**src/rtl/gsfs_ram.sv**
```systemverilog
// generic single port ram with registered read
`default_nettype none

module gsfs_ram #(
  parameter int unsigned Width = 8,
  parameter int unsigned Depth = 16,
  parameter int unsigned AddrW = (Depth > 1) ? $clog2(Depth) : 1
) (
  input  wire logic             clk_i,
  input  wire logic             we_i,
  input  wire logic [AddrW-1:0] addr_i,
  input  wire logic [Width-1:0] wdata_i,
  output logic      [Width-1:0] rdata_o
);

  logic [Width-1:0] mem [Depth];

  // write or registered read
  always_ff @(posedge clk_i) begin
    if (we_i) begin
      mem[addr_i] <= wdata_i;
    end
    rdata_o <= mem[addr_i];
  end

endmodule

`default_nettype wire

```
**config.mk**
```make
export PLATFORM = sky130hd
export DESIGN_NAME = gsfs_ram
export DESIGN_NICKNAME = d
export VERILOG_FILES = /design/src/rtl/gsfs_ram.sv
export SDC_FILE = /design/constraint.sdc
export NUM_CORES = 1
export LEC_CHECK = 0
export BUFFER_PORTS_ARGS = -buffer_cell sky130_fd_sc_hd__buf_4
export CELL_PAD_IN_SITES_DETAIL_PLACEMENT = 0
export CELL_PAD_IN_SITES_GLOBAL_PLACEMENT = 1
export CORE_MARGIN = 3
export CORE_UTILIZATION = 48
export CTS_CLUSTER_SIZE = 25
export DETAILED_ROUTE_END_ITERATION = 7
export GPL_TIMING_DRIVEN = 0
export PLACE_DENSITY = 0.78
export SLEW_MARGIN = 20
export SYNTH_ARGS = -nofsm -noshare
export SYNTH_HDL_FRONTEND = slang
export SYNTH_SLANG_ARGS = --single-unit
```
**constraint.sdc**
```tcl
create_clock -name clk_i -period 1.5 [get_ports clk_i]
set_input_delay 0.075 -clock clk_i [delete_from_list [all_inputs] [get_ports clk_i]]
set_output_delay 0.075 -clock clk_i [all_outputs]
set_load 0.02 [all_outputs]
```
# Word level (Yosys, flattened, before mapping)
# Memories as Yosys holds them, arrays and structs flattened. A register that Yosys moved wholly into a read port is not among the register bits.
# Cells that the tools add are included.
dict set report totals {
  inputBits 14
  output_inout_bits 8
  ramBits 128
  register_bits 0
  mem_count 1
}
# name depth word_bits rd rd_clocked_by_memory_dff write_ports line
set memory_table {}
lappend memory_table {mem 16 8 1 1 1 16} ;# logic [Width-1:0] mem [Depth];
dict set report op_classes {
  mux 2
}
# cell n
set ops {}
lappend ops {{$mux W1} 2}

# Longest topological paths before layout
dict set report depth {
  word_depth 2
  ltp_mapped 5
}

# Worst setup path before layout
# Ideal clock, no wire load.
dict set report synth_timing {
  kind {input to register}
  start {input port addr_i[2]}
  end {memory mem[0][0], enable pin}
  t_arrival_ns 1.185
  slack_ns -0.068
  required_time_ns 1.117
  path_stages 2
  path_cell_list {or3b_2 > nor3_1}
}
# item line
set synth_rtl {}
lappend synth_rtl {{start, declared} 11} ;# input wire logic [AddrW-1:0] addr_i,
lappend synth_rtl {{end, declared} 16}
# Straight into the memory's write port.

==> impl_metrics.json <==
{
  "cts_tree": "built",
  "status": "completed",
  "drtPass1Iterations": 6,
  "p_switching_mw": 1.77,
  "fmax_ghz": 0.693,
  "grt_overflow_total": 0,
  "fin_skew_ps": 6.45,
  "fin_crit_sh": 0.961,
  "wl_met3_um": 777,
  "cts.root.buffer_cell": "clkbuf_8",
  "grt_usage": 0.186,
  "wl_met1_um": 3870,
  "worst_pin_slew_ps": 786,
  "synth_area_um2": 5070,
  "cp_max_fo": 1,
  "synthCells": 230,
  "areaGrowthSynthToFinish_pct": 20.8,
  "die-area_um2": 11800,
  "synth_cell_types": 18,
  "share_seq_of_total_power": 0.471,
  "slew_headroom": 0.474,
  "nets": 290,
  "fin_util": 0.612,
  "required_ps": 1880,
  "fin_cells": 422,
  "final_hold_viol_count": 0,
  "io_buffer_count": 19,
  "clock_latency_ps": 510,
  "die_y_um": 109,
  "grt_pass1_wl_um": 14800,
  "drt-vias-per-instance": 5.79,
  "clock-sinks": 136,
  "pre_cts_ws_ps": -692,
  "cts_setup_buffers": 0,
  "p_leak_nw": 1.99,
  "highest-signal-layer": "met4",
  "cts-htree-levels": 4,
  "switching_share": 0.195,
  "wl_per_cell_um": 23.4,
  "post-route-worst-setup-slack_ps": 57.8,
  "ir_drop_v": 0.000578,
  "drc": 0,
  "clk_path_buf_depth": 2,
  "pin_count": 22,
  "multi_input_area_um2": 1040,
  "vias": 2445,
  "hpwl_um": 5900,
  "p_int_mw": 7.30,
  "synth_nets": 244,
  "grt_max_degree": 17,
  "max_cap_violations": 0,
  "start_util": 0.507,
  "drv_slew": 0,
  "clkTransAtPathRegs_ps": 60,
  "routed_wl_um": 9870,
  "coreArea_um2": 10000,
  "hold_path_class": "in -> reg",
  "antenna_found_initial": 0,
  "setup_viol": 0,
  "regArea_um2": 4000,
  "ys_warn_count": 0,
  "yosysSeqAreaShare": 0.790,
  "clockPowerShare": 0.477,
  "ys_ff_latch": 136,
  "ant_nets": 0,
  "drive_gt1_frac": 0.346,
  "nFillCells": 665,
  "power_density_nw_per_um2": 1480,
  "fp.dieW_um": 109,
  "cp-start-kind": "register",
  "n_antenna_cell": 0,
  "tns_ps": 0,
  "period_needed_ps": 1440,
  "placed_cells": 382,
  "crit_arrival_ps": 1820,
  "route.met2.wl_um": 5050,
  "grt_pass1_vias": 2404,
  "gp_congestion": 0.731,
  "worstSetupPathType": "reg -> reg",
  "cp-end-kind": "register",
  "cts_buffers": 17,
  "row_count": 36,
  "rsz0062_at_grt": "false",
  "pwr-share-comb": 0.052,
  "syn-mean-instance-area_um2": 22.0,
  "drt_iter0_markers": 228
}
-- power groups by stage --
stage	logic [mW]	registers [mW]	clock network, mW
floorplan	0.220	4.38	0
global placement	0.440	4.34	0
detailed placement	0.450	4.35	0
CTS	0.474	4.27	4.35
global route	0.506	4.28	4.54
finish	0.472	4.27	4.32
-- stage by stage --
stage | hold slack [ps] | instance area [um^2] | power, mW
finish | 150 | 6120 | 9.07
global route | 174 | 6120 | 9.33
CTS | 141 | 6100 | 9.10
detailed placement | 415 | 5400 | 4.80
global placement | 400 | 5380 | 4.78
floorplan | 174 | 5070 | 4.60
-- path summary, 6_finish.rpt --
check	end	from	slack, ps	cells past startpoint
setup reg to reg	rdata_o[4]	mem[10][4]	60	3
hold / removal	rdata_o[7]	addr_i[0]	150	4
setup / recovery	rdata_o[4]	mem[10][4]	60	3
hold reg to reg	rdata_o[2]	mem[10][2]	690	3
-- metal layers --
| layer | vias up | global-route usage |
|---|---|---|
| met2 | 116 | 0.289 |
| li1 | 1055 | - |
| met4 | 0 | 0.0812 |
| met5 | - | 0 |
| met1 | 1266 | 0.249 |
| met3 | 8 | 0.0545 |
-- placed cells by master, fill, tap and decap left out, drive strengths merged, types with 6 or more instances in the layout --
master	instances
dlygate4sd3	8
a22oi	16
mux4	32
clkinv	6
nor2	13
edfxtp	128
dfxtp	8
nand2	9
buf	26
clkbuf	22
-- cell families after synthesis --
family | synth area share
compound gates | 0.0237
buf+inv | 0.0119
flops | 0.790
mux | 0.142
simple gates | 0.0321
-- critical path: stages, from the launching register on --
cell and delay, ps:
edfxtp_1 410, mux4_2 490, a22oi_1 290, nand2_1 120
-- synthesized netlist by cell type --
cell,number,share of area
and2_1,1,0.0012
buf_6,2,0.0044
or3b_2,1,0.0017
dfxtp_1,8,0.032
buf_1,4,0.0030
buf_2,2,0.0020
mux4_2,32,0.14
a22oi_1,16,0.024
nand3b_1,2,0.0030
nand2_1,9,0.0067
edfxtp_1,128,0.76
nand3_1,1,0.00099
nor2b_1,2,0.0025
nand2b_1,2,0.0025
nor3_1,4,0.0040
clkbuf_2,1,0.00099
nor2_1,13,0.0096
clkbuf_1,2,0.0015
-- registers in the layout (all words and copies together), names as in the netlist --
register and cells:
rdata_o 8, mem 128
-- repair_timing --
item / in CTS / in global routing
gates resized for setup: 2 / 7
hold buffers: 8 / 0
hold endpoints to repair: 128 / 0
endpoints found under the setup margin: 64 / 88
-- final cells by class --
class                           instances  share of cell area
Tap cell                              133              0.0272
Multi-Input combinational cell         83               0.170
Clock inverter                         14              0.0335
Sequential cell                       136               0.654
Timing Repair Buffer                   27              0.0364
Clock buffer                           18              0.0683
Buffer                                 11              0.0100
No activity file was read; power rests on OpenSTA's default activity.
