==> config.mk <==
export PLATFORM = sky130hd
export DESIGN_NAME = gsfs_div
export DESIGN_NICKNAME = d
export VERILOG_FILES = /design/src/rtl/gsfs_div.sv
export SDC_FILE = /design/constraint.sdc
export NUM_CORES = 1
export LEC_CHECK = 0
export BUFFER_PORTS_ARGS = -buffer_cell sky130_fd_sc_hd__buf_2
export CAP_MARGIN = 30
export CORE_ASPECT_RATIO = 0.75
export CORE_MARGIN = 2
export CORE_UTILIZATION = 47
export CTS_CLUSTER_DIAMETER = 120
export DETAILED_ROUTE_END_ITERATION = 7
export GPL_TIMING_DRIVEN = 0
export PLACE_DENSITY = 0.72
export SLEW_MARGIN = 20
export SYNTH_ARGS = -nofsm -noshare
export SYNTH_HDL_FRONTEND = slang
export SYNTH_SLANG_ARGS = --single-unit
==> constraint.sdc <==
create_clock -name clk_i -period 2 [get_ports clk_i]
set_input_delay 0.4 -clock clk_i [delete_from_list [all_inputs] [get_ports clk_i]]
set_output_delay 0.4 -clock clk_i [all_outputs]
set_load 0.005 [all_outputs]
==> src/rtl/gsfs_div.sv <==
// restoring serial divider, one quotient bit per cycle
`default_nettype none

module gsfs_div #(
  parameter int unsigned DvdW = 10,
  parameter int unsigned DvsW = 6
) (
  input  wire logic            clk_i,
  input  wire logic            rst_ni,
  input  wire logic            start_i,
  input  wire logic [DvdW-1:0] dividend_i,
  input  wire logic [DvsW-1:0] divisor_i,
  output logic                 done_o,
  output logic      [DvdW-1:0] quot_o,
  output logic      [DvsW-1:0] rem_o
);

  localparam int unsigned CntW = $clog2(DvdW + 1);

  logic [DvdW-1:0] dvd_q, dvd_d;
  logic [DvsW-1:0] dvs_q;
  logic [DvsW-1:0] rem_q, rem_d;
  logic [CntW-1:0] cnt_q;
  logic            done_q;
  logic [DvsW:0]   trial;
  logic [DvsW:0]   diff;
  logic            take;

  // one trial subtraction step
  always_comb begin
    trial = {rem_q, dvd_q[DvdW-1]};
    diff  = trial - {1'b0, dvs_q};
    take  = (trial >= {1'b0, dvs_q});
    rem_d = take ? diff[DvsW-1:0] : trial[DvsW-1:0];
    dvd_d = {dvd_q[DvdW-2:0], take};
  end

  // iteration counter and done pulse
  always_ff @(posedge clk_i or negedge rst_ni) begin
    if (!rst_ni) begin
      cnt_q  <= '0;
      done_q <= 1'b0;
    end else begin
      done_q <= 1'b0;
      if (start_i) begin
        cnt_q <= CntW'(DvdW);
      end else if (cnt_q != '0) begin
        cnt_q  <= cnt_q - 1'b1;
        done_q <= (cnt_q == CntW'(1));
      end
    end
  end

  // datapath registers
  always_ff @(posedge clk_i) begin
    if (start_i) begin
      dvd_q <= dividend_i;
      dvs_q <= divisor_i;
      rem_q <= '0;
    end else if (cnt_q != '0) begin
      dvd_q <= dvd_d;
      rem_q <= rem_d;
    end
  end

  assign done_o = done_q;
  assign quot_o = dvd_q;
  assign rem_o  = rem_q;

endmodule

`default_nettype wire

Word-level counts from Yosys, hierarchy flattened
Cells that the tools add are included.
{ "word_totals": {"reg_bits": 27, "in_bits": 19, "wordCells": 18} }
{ "op_classes": {"add_sub_neg": 2, "magnitude_cmp": 1, "eq_ne": 1, "mux": 7, "n_reduce_logical": 2} }
{ "op_table": {"columns": ["operator", "n"], "rows": [
  ["2-to-1 mux 10 bit", 2],
  ["2-to-1 mux 4 bit", 2],
  [">= comparator 7 x 6 -> 1 bit", 1],
  ["2-to-1 mux 6 bit", 1],
  ["subtractor 6 bit", 1],
  ["== test 4 x 1 -> 1 bit, second input constant", 1],
  ["nonzero test 4 bit", 1],
  ["subtractor 4 x 1 -> 4 bit, second input constant", 1],
  ["2-to-1 mux 1 bit", 2],
  ["nonzero test 2 bit", 1]
]} }

Logic depth before layout (Yosys ltp)
{ "depth": {"depth_word": 3, "mapped_depth": 8, "ltp_nobuf": 8} }

Worst setup path before layout
No wires, ideal clock.
{ "synth_timing": {"path_kind": "reg2reg", "start": "register dvd_q[9] (netlist: quot_o[9])", "end": "register rem_q[0] (netlist: rem_o[0])", "setup_ps": 95, "arrival_time_ps": 1800, "t_required_ps": 1905, "setup_slack_ps": 104, "path_stages_with_launch": 8, "path_buffers": 0, "cell_sequence": "edfxtp_1 > inv_1 > ha_1 > and2b_1 > o21ai_2 > a41oi_4 > or4_1 > o311ai_1"} }
{ "synth_between": {"elab_chain_cells": 2, "elab_cells_between_ends": 3, "cone_classes": "1 x add/sub; 1 x order compare; 1 x mux"} }
{ "synth_rtl": {"columns": ["element", "line_no", "text"], "rows": [
  ["start: declaration", "20", "logic [DvdW-1:0] dvd_q, dvd_d;"],
  ["start signal: assignment", "57", "dvd_q <= dividend_i;"],
  ["start signal: assignment", "61", "dvd_q <= dvd_d;"],
  ["subtractor 6 bit or >= comparator 7 x 6 -> 1 bit (tied branches)", "32, 33", null],
  ["2-to-1 mux 6 bit *", "34", "rem_d = take ? diff[DvsW-1:0] : trial[DvsW-1:0];"],
  ["end signal: assignment", "62", "rem_q <= rem_d;"],
  ["end: declaration", "22", "logic [DvsW-1:0] rem_q, rem_d;"]
]} }
Mark *: on every way between the ends. The rest lies on a longest branch, timed or not.
A chain may end at the register's enable or synchronous reset.

Worst setup path after layout
{ "layout_timing": {"start": "register dvd_q[9] (netlist: quot_o[9])", "end": "register rem_q[4] (netlist: rem_o[4])"} }
The elaborated chain is that of the path after synthesis.

==> qor.yml <==
logic_synthesis:
  synth_top_family_by_area: "simple AND/OR/NAND/NOR gates"
  synth_top_area_share: 0.332
  synth.most_common_cell: "edfxtp_1"
  synth_edf_count: 16
  syn_nets: 156
  synth_cell_types: 36
  synth-seq-area-share: 0.501
  synth-xor-area-share: 0.0302
  yosys.area.top_type: "edfxtp_1"
  yosys.area_share.adder: 0.100
  yosysWarnings: 0
  syn_area_per_cell_um2: 11.5
  synth-seq-cells: 27
  syn_area_um2: 1450
  synthCells: 126
  async_flop_share: 0.185
  synth_top_cells_by_count: "edfxtp_1, nor2_1, inv_1"
  ys.flop_type: "edfxtp_1"
  synth-simple-area-share: 0.123
  synth_compound_area_frac: 0.101
  synthTopCellsByArea: "edfxtp_1, dfrtp_1, ha_1, dfxtp_1, mux2_2"
  synth_mux_area_frac: 0.104
critical_path:
  ff2ff_setup_slack_ns: 0.11
  critical_path_required_ns: 2.20
  worstSetupEndpointType: "flip-flop"
  startpoint: "quot_o[9]"
  worstPathMaxFanout: 3
  worstSetupStartpointType: "flip-flop"
  crit_path_end: "rem_o[4]"
  critical_path_class: "reg2reg"
  crit_arrival_ns: 2.09
  r2r_start: "quot_o[9]"
  timing.rr.end: "rem_o[4]"
  rr_worst_depth: 8
routing:
  routed_wirelength_um: 3020
  drtIter0Drc: 47
  viasPerCell: 5.17
  dr.pass1.iters: 4
  vias: 1065
  wl_per_cell_um: 14.6
  drc: 0
  ant_nets: 0
die:
  die_x_um: 68.1
  floorplan.die.height_um: 52.1
  io_pins: 36
  coreArea_um2: 2940
  dieArea_um2: 3550
  rows: 17
  start_util: 0.494
sta:
  worstMarginPinSlew_ns: 0.540
  rsz0062_at_grt: "true"
  setup_viol: 0
  drv_slew: 0
  hold_viol: 0
  finalCriticalPeriod_ns: 1.89
  finClkSkew_ns: 0.00401
  setup_slack_ns: 0.108
  fin_hold_ws_ns: 0.292
  timing.fmax_mhz: 529
  fin_crit_sh: 0.946
  max-slew-margin-rel: 0.640
clock_network:
  cts.sinks: 27
  clockBufferDepth: 2
  cts_made_buffers: 3
  cts_root_buffer: "clkbuf_8"
  insertion_delay_ns: 0.28
  clk_pin_slew_ns: 0.09
  htreeDepth: 1
  cts_tree: "built"
place:
  place.detailed.hpwl_um: 2320
  post-place-ws_ns: -0.0204
  place.gp.congestion: 0.797
  io_buffers: 35
grt:
  grt_pass1_vias: 998
  grt_busiest_layer: "met2"
  gr-usage-all-layers: 0.188
  globalRouteMet2Util: 0.299
  gr-usage-met3: 0.0476
  antenna_found_initial: 0
  grt_pass1_wl_um: 4660
  grt-ovfl-total: 0
  grt_max_degree: 16
  use_met1: 0.236
run:
  drv_cap: 0
cells_and_area:
  nets: 199
  synthToLayoutAreaGrowth_pct: 21.1
  fin_util: 0.598
  drive_gt1_frac: 0.345
  nFillCells: 254
  n_antenna_cell: 0
worst_hold_path:
  min_path_type: "in2reg"
outcome:
  status: "completed"
power_and_ir_drop:
  p_leak_nw: 0.806
  vdd_ir_drop_max_v: 0.000679
  powerDensity_nw_per_um2: 1230
placed cells by master, fill, tap and decap left out, types with 2 or more instances in the layout:
cell type	instances
a21oi_1	6
or4_1	2
mux2_2	9
mux2i_1	5
edfxtp_1	16
nor3_1	6
buf_4	2
nor2_1	13
ha_1	10
buf_2	36
clkbuf_8	3
clkbuf_1	3
xnor2_1	3
a211oi_1	3
dfrtp_1	5
xor2_1	2
inv_1	10
nand2_1	4
dfxtp_1	6
logic make-up (layout without fill, tap and decap cells):
logic type / Yosys count / in the layout
simple gates: 35 / 35
flops: 27 / 27
compound gates: 19 / 19
buf+inv: 15 / 57
mux: 14 / 14
fa+ha+maj: 11 / 11
xor+xnor: 5 / 5
worst max-delay path, stage by stage (launching register included):
cell and delay (ns):
edfxtp_1 0.37, inv_2 0.06, ha_1 0.21, fa_2 0.35
or2b_1 0.24, a21oi_2 0.16, xor2_1 0.17, mux2i_1 0.10
a211oi_2 0.17
per-layer routing:
layer,part of all wire,vias to the layer above
met3,0.031,5
met5,0,-
met2,0.50,14
li1,-,538
met4,0.018,0
met1,0.45,508
power by group:
part | internal, W | switching (W)
Clock | 0.000140 | 0.000171
Sequential | 0.000727 | 0.000101
Combinational | 0.000503 | 0.000522
how the worst min path moves through the flow:
stage	slack [ns]	end	startpoint	cells past startpoint
after floorplan	0.10	cnt_q[0]	rst_ni	0
after global placement	0.22	done_o	rst_ni	1
after detailed placement	0.22	done_o	rst_ni	1
after CTS	0.29	dvs_q[0]	divisor_i[0]	1
after global routing	0.28	dvs_q[0]	divisor_i[0]	1
final	0.29	dvs_q[5]	divisor_i[5]	1
cell type report:
| class | count | area (µm²) | area share |
|---|---|---|---|
| well taps | 38 | 47.5 | 0.0271 |
| plain buffers | 4 | 16.3 | 0.00927 |
| flip-flops and latches | 27 | 726 | 0.414 |
| repair buffers | 38 | 200 | 0.114 |
| inverters | 11 | 41.3 | 0.0235 |
| clock buffers | 3 | 41.3 | 0.0235 |
| multi-input cells | 84 | 677 | 0.386 |
| clock inverters | 1 | 5.00 | 0.00285 |
state kept, by name (all words and copies together), names as in the netlist:
signal and count:
cnt_q 4, dvs_q 6, quot_o 10, rem_o 6, done_o 1
through the flow:
step | total power [W] | instances | cell area, µm² | TNS [ns]
floorplan | 0.00150 | 126 | 1450 | 0
global placement | 0.00173 | 199 | 1670 | 0
detailed placement | 0.00177 | 199 | 1670 | -0.0408
CTS | 0.00216 | 206 | 1750 | 0
global route | 0.00231 | 206 | 1750 | -0.0115
finish | 0.00216 | 206 | 1750 | 0
timing repair:
action	4_1_cts	5_1_grt
endpoints found under the hold margin	5	0
hold buffers	1	0
gates cloned	0	0
gates resized for setup	2	2
endpoints found under the setup margin	2	4
buffers inserted	2	0
pin swaps	1	3
(Power assumes the default switching activity.)
